File: config.mk
export PLATFORM = sky130hd
export DESIGN_NAME = small_set_store_flat
export DESIGN_NICKNAME = d
export VERILOG_FILES = /design/src/rtl/ssst_pkg.sv /design/src/rtl/ssst_req_if.sv /design/src/rtl/ssst_rsp_if.sv /design/src/rtl/ssst_cell.sv /design/src/rtl/small_set_store.sv /design/src/flat_wrapper.sv
export SDC_FILE = /design/constraint.sdc
export NUM_CORES = 1
export LEC_CHECK = 0
export ABC_AREA = 1
export BUFFER_PORTS_ARGS = -buffer_cell sky130_fd_sc_hd__buf_2
export CAP_MARGIN = 20
export CORE_AREA = 8 8 270 272
export DETAILED_ROUTE_END_ITERATION = 8
export DIE_AREA = 0 0 278 280
export PLACE_DENSITY = 0.64
export SETUP_SLACK_MARGIN = 0.1
export SYNTH_ARGS = -nofsm -noshare
export SYNTH_HDL_FRONTEND = slang
export SYNTH_SLANG_ARGS = --single-unit
File: constraint.sdc
create_clock -name clk -period 4.75 [get_ports clk]
set_clock_uncertainty 0.15 [all_clocks]
set_input_delay 1.1875 -clock clk [delete_from_list [all_inputs] [get_ports clk]]
set_output_delay 1.1875 -clock clk [all_outputs]
set_load 0.05 [all_outputs]
File: src/rtl/ssst_pkg.sv
// shared constants and types for the small set store
package ssst_pkg;

	localparam int CAPACITY = 16;
	localparam int CNT_W    = $clog2(CAPACITY + 1);
	localparam int VALUE_W  = 32;
	localparam int FUNC_W   = 2;
	localparam int MCOUNT_W = 5;

	localparam logic [FUNC_W-1:0] FN_INSERT = 2'd0;
	localparam logic [FUNC_W-1:0] FN_DELETE = 2'd1;

	// control broadcast along the chain of cells
	typedef struct packed {
		logic               cmp_en;
		logic               load_en;
		logic               shift_en;
		logic [VALUE_W-1:0] key;
		logic [CNT_W-1:0]   count;
	} ssst_ctrl_t;

endpackage

File: src/rtl/ssst_req_if.sv
// request channel: operation and value
interface ssst_req_if;
	logic                                 valid;
	logic                                 ready;
	logic [ssst_pkg::FUNC_W-1:0]          func;
	logic signed [ssst_pkg::VALUE_W-1:0]  element_value;

	modport source (output valid, output func, output element_value, input ready);
	modport sink (input valid, input func, input element_value, output ready);
endinterface

File: src/rtl/ssst_rsp_if.sv
// response channel: membership, count and flags
interface ssst_rsp_if;
	logic                          valid;
	logic                          ready;
	logic                          was_present;
	logic [ssst_pkg::MCOUNT_W-1:0] member_count;
	logic                          set_full;
	logic                          set_empty;
	logic                          insert_rejected;

	modport source (output valid, output was_present, output member_count,
		output set_full, output set_empty, output insert_rejected, input ready);
	modport sink (input valid, input was_present, input member_count,
		input set_full, input set_empty, input insert_rejected, output ready);
endinterface

File: src/rtl/ssst_cell.sv
// one storage cell of the set: holds a value, compares it and shifts it down
module ssst_cell (
	input  logic                          clk,
	input  logic                          arst_n,
	input  ssst_pkg::ssst_ctrl_t          ctrl,
	input  logic [ssst_pkg::CNT_W-1:0]    idx,
	input  logic [ssst_pkg::VALUE_W-1:0]  next_value,
	input  logic                          hit_in,
	output logic                          hit_out,
	output logic [ssst_pkg::VALUE_W-1:0]  value
);

	logic [ssst_pkg::VALUE_W-1:0] value_q;
	logic                         match_q;

	// match only counts for occupied positions
	always_ff @(posedge clk or negedge arst_n) begin
		if (!arst_n) begin
			match_q <= 1'b0;
		end else if (ctrl.cmp_en) begin
			match_q <= (value_q == ctrl.key) && (idx < ctrl.count);
		end
	end

	// a delete pulls the neighbour's value into every cell at or above the hit
	always_ff @(posedge clk) begin
		if (ctrl.load_en && (idx == ctrl.count)) begin
			value_q <= ctrl.key;
		end else if (ctrl.shift_en && (hit_in || match_q)) begin
			value_q <= next_value;
		end
	end

	assign hit_out = hit_in || match_q;
	assign value   = value_q;

endmodule

File: src/rtl/small_set_store.sv
// Small set store: holds up to CAPACITY distinct 32-bit values in a row of cells, packed in order
// of insertion. Each request inserts, deletes or looks up one value and yields one response.
// A request runs in an accept step and an update step: at the accept edge every cell compares
// its value against the key; in the update step the hit chain settles, the insert or the
// shift-down is applied and the response is registered. The update step waits while a previous
// response is still held, and a new request is taken only once the last one has been updated.
// The store needs no clearing after reset; only positions below the count are ever matched.
module small_set_store (
	input  logic       clk,
	input  logic       arst_n,
	ssst_req_if.sink   req,
	ssst_rsp_if.source rsp
);

	typedef enum logic {ST_IDLE, ST_UPDATE} state_t;

	state_t                        state_q;
	logic [ssst_pkg::FUNC_W-1:0]   func_q;
	logic [ssst_pkg::VALUE_W-1:0]  key_q;
	logic [ssst_pkg::CNT_W-1:0]    count_q;

	logic                          rsp_valid_q;
	logic                          was_present_q;
	logic [ssst_pkg::MCOUNT_W-1:0] member_count_q;
	logic                          set_full_q;
	logic                          set_empty_q;
	logic                          insert_rejected_q;

	ssst_pkg::ssst_ctrl_t          ctrl;
	logic [ssst_pkg::CAPACITY:0]   hit;
	logic [ssst_pkg::VALUE_W-1:0]  cell_value [ssst_pkg::CAPACITY];

	logic                          accept;
	logic                          fire;
	logic                          present;
	logic                          full;
	logic                          is_ins;
	logic                          is_del;
	logic                          rejected;
	logic [ssst_pkg::CNT_W-1:0]    next_count;

	assign req.ready = (state_q == ST_IDLE);
	assign accept    = req.valid && req.ready;
	assign fire      = (state_q == ST_UPDATE) && (!rsp_valid_q || rsp.ready);

	assign present  = hit[ssst_pkg::CAPACITY];
	assign full     = (count_q == ssst_pkg::CNT_W'(ssst_pkg::CAPACITY));
	assign is_ins   = (func_q == ssst_pkg::FN_INSERT);
	assign is_del   = (func_q == ssst_pkg::FN_DELETE);
	assign rejected = is_ins && !present && full;

	always_comb begin
		next_count = count_q;
		if (is_ins && !present && !full) begin
			next_count = count_q + ssst_pkg::CNT_W'(1);
		end else if (is_del && present) begin
			next_count = count_q - ssst_pkg::CNT_W'(1);
		end
	end

	always_comb begin
		ctrl.cmp_en   = accept;
		ctrl.load_en  = fire && is_ins && !present && !full;
		ctrl.shift_en = fire && is_del && present;
		ctrl.key      = (state_q == ST_IDLE) ? req.element_value : key_q;
		ctrl.count    = count_q;
	end

	assign hit[0] = 1'b0;

	for (genvar i = 0; i < ssst_pkg::CAPACITY; i++) begin : g_cell
		logic [ssst_pkg::VALUE_W-1:0] nbr_value;

		if (i == ssst_pkg::CAPACITY - 1) begin : g_last
			assign nbr_value = key_q;
		end else begin : g_mid
			assign nbr_value = cell_value[i+1];
		end

		ssst_cell u_cell (
			.clk        (clk),
			.arst_n     (arst_n),
			.ctrl       (ctrl),
			.idx        (ssst_pkg::CNT_W'(i)),
			.next_value (nbr_value),
			.hit_in     (hit[i]),
			.hit_out    (hit[i+1]),
			.value      (cell_value[i])
		);
	end

	always_ff @(posedge clk or negedge arst_n) begin
		if (!arst_n) begin
			state_q           <= ST_IDLE;
			func_q            <= '0;
			key_q             <= '0;
			count_q           <= '0;
			rsp_valid_q       <= 1'b0;
			was_present_q     <= 1'b0;
			member_count_q    <= '0;
			set_full_q        <= 1'b0;
			set_empty_q       <= 1'b0;
			insert_rejected_q <= 1'b0;
		end else begin
			if (fire) begin
				rsp_valid_q <= 1'b1;
			end else if (rsp.ready) begin
				rsp_valid_q <= 1'b0;
			end
			case (state_q)
				ST_IDLE: begin
					if (accept) begin
						func_q  <= req.func;
						key_q   <= req.element_value;
						state_q <= ST_UPDATE;
					end
				end
				ST_UPDATE: begin
					if (fire) begin
						count_q           <= next_count;
						was_present_q     <= present;
						member_count_q    <= ssst_pkg::MCOUNT_W'(next_count);
						set_full_q        <= (next_count == ssst_pkg::CNT_W'(ssst_pkg::CAPACITY));
						set_empty_q       <= (next_count == '0);
						insert_rejected_q <= rejected;
						state_q           <= ST_IDLE;
					end
				end
				default: begin
					state_q <= ST_IDLE;
				end
			endcase
		end
	end

	assign rsp.valid           = rsp_valid_q;
	assign rsp.was_present     = was_present_q;
	assign rsp.member_count    = member_count_q;
	assign rsp.set_full        = set_full_q;
	assign rsp.set_empty       = set_empty_q;
	assign rsp.insert_rejected = insert_rejected_q;

endmodule

File: src/flat_wrapper.sv
// flat-port wrapper written by rule: the top's interface ports become plain ports
module small_set_store_flat 
  (clk, arst_n, req_valid, req_func, req_element_value, req_ready, rsp_valid, rsp_was_present, rsp_member_count, rsp_set_full, rsp_set_empty, rsp_insert_rejected, rsp_ready);
  ssst_req_if req_i ();
  ssst_rsp_if rsp_i ();
  input  logic clk;
  input  logic arst_n;
  input wire logic [$bits(req_i.valid)-1:0] req_valid;
  input wire logic [$bits(req_i.func)-1:0] req_func;
  input wire logic [$bits(req_i.element_value)-1:0] req_element_value;
  output wire logic [$bits(req_i.ready)-1:0] req_ready;
  output wire logic [$bits(rsp_i.valid)-1:0] rsp_valid;
  output wire logic [$bits(rsp_i.was_present)-1:0] rsp_was_present;
  output wire logic [$bits(rsp_i.member_count)-1:0] rsp_member_count;
  output wire logic [$bits(rsp_i.set_full)-1:0] rsp_set_full;
  output wire logic [$bits(rsp_i.set_empty)-1:0] rsp_set_empty;
  output wire logic [$bits(rsp_i.insert_rejected)-1:0] rsp_insert_rejected;
  input wire logic [$bits(rsp_i.ready)-1:0] rsp_ready;
  assign req_i.valid = req_valid;
  assign req_i.func = req_func;
  assign req_i.element_value = req_element_value;
  assign req_ready = req_i.ready;
  assign rsp_valid = rsp_i.valid;
  assign rsp_was_present = rsp_i.was_present;
  assign rsp_member_count = rsp_i.member_count;
  assign rsp_set_full = rsp_i.set_full;
  assign rsp_set_empty = rsp_i.set_empty;
  assign rsp_insert_rejected = rsp_i.insert_rejected;
  assign rsp_i.ready = rsp_ready;
  small_set_store u_core (.clk(clk), .arst_n(arst_n), .req(req_i), .rsp(rsp_i));
endmodule
Yosys cells after proc, flatten, opt, wreduce, memory -nomap -nowiden. Cells that the tools add are included. Widths: inputs -> output; s select.

Bits in registers: 573. Bits of input ports: 38. Output and inout port bits: 11. Word-level logic and storage cells: 234.

Add/sub/neg operators: 2. $lt $le $gt $ge: 16. Eq/ne operators: 34. Mux-type cells: 40. Bitwise gates (word level): 1. Reduce and logical (&&, ||, !) cells: 100.

Operators by type and width (number): $mux 32 (33); $eq 32x32->1 (16); $logic_and 1x1->1 (59); $eq 4x5->1 const A (8); $lt 4x5->1 const A (8); $reduce_bool 2->1 (17); $eq 3x5->1 const A (4); $lt 3x5->1 const A (4); $logic_or 1x1->1 (16); $eq 2x5->1 const A (2); $eq 5x5->1 const B (2); $logic_not 5->1 (2); $lt 1x5->1 const A (2); $lt 2x5->1 const A (2); $mux 5 (2); $add 5x1->5 const B (1); $eq 1x5->1 const A (1); $sub 5x1->5 const B (1); $mux 1 (4); $reduce_and 2->1 (2); $logic_not 1->1 (3); $eq 2x1->1 const B (1); $logic_not 2->1 (1); $pmux 1 s2 (1); $not 1->1 (1).

Depth between registers and ports, before layout.
Depth in word-level cells: 20. Depth in mapped cells: 16.

Cells and area by module. From an unflattened synthesis, not the netlist that was laid out.

Cells, all modules: 4770. Area total of the unflattened synthesis: 37898.8 sq um.

By module, submodules not included: ssst_cell (u_core.g_cell[12].u_cell ...) (times used 13, cells each 280, area an instance 2229.6 sq um, seq. area each 985.9 sq um); ssst_cell (u_core.g_cell[0].u_cell ...) (times used 3, cells each 267, area an instance 2165.8 sq um, seq. area each 985.9 sq um); small_set_store (times used 1, cells each 329, area an instance 2416.1 sq um, seq. area each 1126.1 sq um).

Worst setup path after synthesis. OpenSTA, ideal clock, no wires.

Path type: register to register. Start: register, netlist name u_core.rsp.member_count[0]. End: register u_core.g_cell[15].u_cell.value_q (netlist bit u_core.g_cell[15].u_cell.value[0]) (enable). Library setup time: 470 ps. Data arrival time: 4535 ps. Data required time: 4130 ps. Path slack: -405 ps. Cell stages (with the launch flop): 11. Buffers on the path: 1. Path through: dfrtp_1 > clkbuf_1 > inv_1 > ha_1 > nand3_1 > inv_1 > nor2_1 > nand4_4 > inv_2 > nand2_2 > o31ai_1.

RTL lines: end signal, assigned (RTL line ssst_cell.sv:28) `value_q <= ctrl.key;`; end signal, assigned (RTL line ssst_cell.sv:30) `value_q <= next_value;`; end, declared (RTL line ssst_cell.sv:13) `logic [ssst_pkg::VALUE_W-1:0] value_q;`.

Worst setup path after layout.
Start: register u_core.g_cell[0].u_cell.match_q. End: register u_core.g_cell[12].u_cell.value_q (netlist bit u_core.g_cell[12].u_cell.value[13]) (enable).

Longest elaborated chain between the ends: 20. Elaborated cells between the ends (all ways): 22. Classes of those cells: reduce/logical: 22.

RTL lines: start, declared (RTL line ssst_cell.sv:14) `logic match_q;`; start signal, assigned (RTL line ssst_cell.sv:21) `match_q <= (value_q == ctrl.key) && (idx < ctrl.count);`; $logic_or 1x1->1 (*) (11 in a row) (RTL line ssst_cell.sv:34) `assign hit_out = hit_in || match_q;`; $logic_or 1x1->1 (*) (RTL line ssst_cell.sv:29, ssst_cell.sv:34); $logic_or 1x1->1 (3 in a row) (RTL line ssst_cell.sv:34); $logic_not 1->1 (RTL line small_set_store.sv:63) `ctrl.load_en = fire && is_ins && !present && !full;`; $logic_and 1x1->1 (2 in a row) (RTL line small_set_store.sv:63); $logic_and 1x1->1 (RTL line ssst_cell.sv:27) `if (ctrl.load_en && (idx == ctrl.count)) begin`; $reduce_bool 2->1 (no line) (*); end signal, assigned (RTL line ssst_cell.sv:28); end signal, assigned (RTL line ssst_cell.sv:30); end, declared (RTL line ssst_cell.sv:13).

Every way passes the cells marked *; elsewhere a longest branch is shown, timed or not. A chain may end at the register's enable or synchronous reset.

==> flow_metrics.py <==
metrics = {
    "cells_and_area": {
        "layout_common_cells": "nand2_1, edfxtp_1, o21ai_0",
        "final_core_util_pct": 49.0,
        "final_common_cell": "nand2_1",
        "nNetsFinal": 3149,
        "final_cell_area_sq_um": 33800,
        "drive_above_1_share_pct": 12.9,
        "syn_to_final_growth_pct": 11.0,
    },
    "synth": {
        "async_reset_ff_share_pct": 10.6,
        "yosysWarnings": 0,
        "synth.avg_cell_area_sq_um": 9.71,
        "synth_edf_count": 512,
        "synth_fp_nets": 3179,
        "ys.flop_type": "edfxtp_1",
        "ys_ff_latch": 573,
        "synth_top_area_share_pct": 50.5,
        "seq_area_frac_synth_pct": 55.5,
        "synth_top_cell_by_area": "edfxtp_1",
        "postSynthCellCount": 3136,
        "synth.area.top_cells": "edfxtp_1, nand2_1, o21ai_0",
        "synth_area_sq_um": 30400,
        "ys_types": 54,
    },
    "timing": {
        "drv_slew": 0,
        "worstMarginPinSlew_ns": 1.01,
        "timing.fmax_mhz": 254,
        "slew_headroom_pct": 32.4,
        "post-route-min-period_ns": 3.94,
        "setup_viol": 0,
        "hold_viol_final": 0,
        "rsz0062_at_grt": "no",
        "finalCritPeriodShare_pct": 82.9,
        "setup_ws_ns": 0.811,
    },
    "pwr": {
        "p_sw_share_pct": 33.2,
        "power.internal_mw": 9.55,
        "p_comb_share_pct": 23.4,
        "leakage_nw": 13.2,
        "power_frac_clock_pct": 36.6,
        "finalPower_mw": 14.3,
        "irDropWorstVdd_mv": 0.340,
        "seqPwrFrac_pct": 40.0,
        "switchingPower_mw": 4.74,
        "power.density_nw_per_um2": 423,
    },
    "critical_path": {
        "cp_data_required_time_ns": 4.96,
        "crit_chain": "nor2_2 -> nand4_2 -> nor2_2 -> nand4_2 -> nor2_2 -> nand4_2 -> nor2_4 -> nand3_4 -> nand2_1 -> inv_1 -> nand2_1 -> buf_4 -> clkinv_1 -> nand2_1 -> nand2_1 -> buf_4",
        "critPathMostFrequentCell": "nand2_1",
        "worst-setup-path-type": "reg2reg",
        "path_max_fanout": 26,
        "startpoint": "u_core.g_cell[0].u_cell.match_q",
        "critPathArrivalTime_ns": 4.14,
        "cp_top_family": "simple AND/OR/NAND/NOR gates",
        "critical-path-slowest-cell": "dfrtp_1",
        "worst-path-buf-inv": 4,
        "r2r-start": "u_core.g_cell[0].u_cell.match_q",
        "setup.worst_path.end_class": "flip-flop",
        "cpPeakStageDelay_ns": 0.39,
        "worst_setup_path_start_kind": "flip-flop",
        "reg2reg_slack_ns": 0.81,
    },
    "placed_design": {
        "port_buffers": 48,
        "dpl_cell_area_sq_um": 31600,
        "dp_hpwl_um": 72100,
        "place_ws_ns": 0.846,
        "finalWeightedCongestion": 0.946,
    },
    "clocking": {
        "cts.sinks": 573,
        "numCtsBuffers": 60,
        "cts_resized": 0,
        "post-cts-setup-buffers": 0,
        "tritoncts": "built",
        "cts_max_path_buffers": 3,
        "clk_latency_ns": 0.65,
        "cts-root-buf": "clkbuf_16",
        "cts.clk_slew.worst_paths_ns": 0.07,
        "cts_hold_buf": 0,
        "htreeDepth": 2,
    },
    "floorplanning": {
        "chipWidth_um": 278,
        "ios": 49,
        "die_area_sq_um": 77800,
        "rows": 97,
        "core_sq_um": 68900,
        "die_height_um": 280,
        "initial_core_util_pct": 44.2,
    },
    "global_routing": {
        "grt_max_degree": 66,
        "antenna_found_initial": 3,
        "grt_pass1_vias": 23197,
        "grt_pass1_wl_um": 153000,
        "grt_use_total_pct": 26.1,
        "grt-ovfl-total": 0,
    },
    "detailed_routing": {
        "viasPerCell": 6.05,
        "num_vias": 24491,
        "firstDrtPassIters": 6,
        "dr.first_iter.drc_count": 3047,
        "wl_um": 105000,
        "antenna_left": 0,
        "wl_per_cell_um": 25.8,
        "drc": 0,
    },
    "status": {
        "status": "finished clean",
    },
    "worst_hold_path": {
        "hold_path_class": "reg2reg",
        "hold_start": "u_core.g_cell[15].nbr_value[10]",
    },
    "flow_run": {
        "cap_viol_max_count": 0,
    },
}
## cells in the mapped netlist (4+ instances only)
cell type	number
a2111oi_0	6
a211o_1	13
a211oi_1	25
a21oi_1	7
a221oi_1	22
a22o_1	8
buf_1	6
buf_2	73
buf_4	5
buf_6	34
clkbuf_1	140
clkbuf_2	7
clkinv_1	5
dfrtp_1	61
edfxtp_1	512
ha_1	5
inv_1	134
inv_2	4
nand2_1	801
nand3_1	37
nand4_1	42
nand4_2	4
nor2_1	93
nor3_1	18
nor4_1	48
o2111ai_1	13
o21ai_0	481
o21ai_1	98
o21ai_2	64
o22ai_1	50
or2_2	12
or4_1	4
xnor2_1	117
xor2_1	150
## cell type report
class,count,area [sq um]
clock inverters,45,612
well taps,891,1110
repair buffers,173,1230
diodes,1,2.50
multi-input cells,2155,11800
flip-flops and latches,573,16900
inverters,143,537
fillers,6312,35100
clock buffers,69,1560
## power groups by stage
stage,sequential [mW],clock [mW],combinational (mW)
6_report,5.72,5.24,3.34
5_1_grt,5.72,5.46,3.49
4_1_cts,5.71,5.26,3.26
3_5_place_dp,5.82,0,3.24
3_3_place_gp,5.81,0,3.22
2_1_floorplan,5.86,0,1.74
## through the flow
step / TNS, ns / cells / hold slack (ns)
2_1_floorplan: -24.67 / 3136 / 0.296
3_3_place_gp: 0 / 3935 / 0.308
3_5_place_dp: 0 / 3935 / 0.308
4_1_cts: 0 / 4049 / 0.324
5_1_grt: 0 / 4049 / 0.326
6_report: 0 / 4050 / 0.327
## sequential cells by signal, indices dropped and copies added, names as in the netlist
signal / cells
u_core.g_cell.nbr_value: 32
u_core.g_cell.u_cell.match_q: 16
u_core.rsp.set_full: 1
u_core.rsp.insert_rejected: 1
u_core.state_q: 1
u_core.rsp.set_empty: 1
u_core.rsp.was_present: 1
u_core.func_q: 2
u_core.rsp.member_count: 5
u_core.g_cell.u_cell.value: 512
u_core.rsp.valid: 1
## logic make-up after synthesis
kind of cell	share of synthesized area, %
flops	55.5
simple gates	14.9
buf+inv	6.26
xor+xnor	7.68
fa+ha+maj	0.206
compound gates	15.4
## final timing paths
check                                                      to  cells after the start
max                        u_core.g_cell[12].u_cell.value[13]                     16
min                        u_core.g_cell[15].u_cell.value[10]                      0
max reg2reg                u_core.g_cell[12].u_cell.value[13]                     16
min reg2reg                u_core.g_cell[15].u_cell.value[10]                      0
max in group asynchronous     u_core.g_cell[9].u_cell.match_q                      1
min in group asynchronous      u_core.g_cell[15].nbr_value[3]                      1
## worst register-to-register path, stage by stage, from the launching register on
cell,delay (ns)
dfrtp_1,0.39
nor2_2,0.20
nand4_2,0.16
nor2_2,0.21
nand4_2,0.13
nor2_2,0.23
nand4_2,0.17
nor2_4,0.23
nand3_4,0.18
nand2_1,0.19
inv_1,0.06
nand2_1,0.05
buf_4,0.22
clkinv_1,0.38
nand2_1,0.16
nand2_1,0.21
buf_4,0.32
## layer usage
layer	up-vias	track usage, %	part of all wire, %
met4	0	13.4	6.1
met5	-	0	0
li1	10870	-	-
met1	11868	33.6	39
met2	1447	41.5	45
met3	306	5.30	9.7
Note: power is estimated with default switching activity, not from simulation.
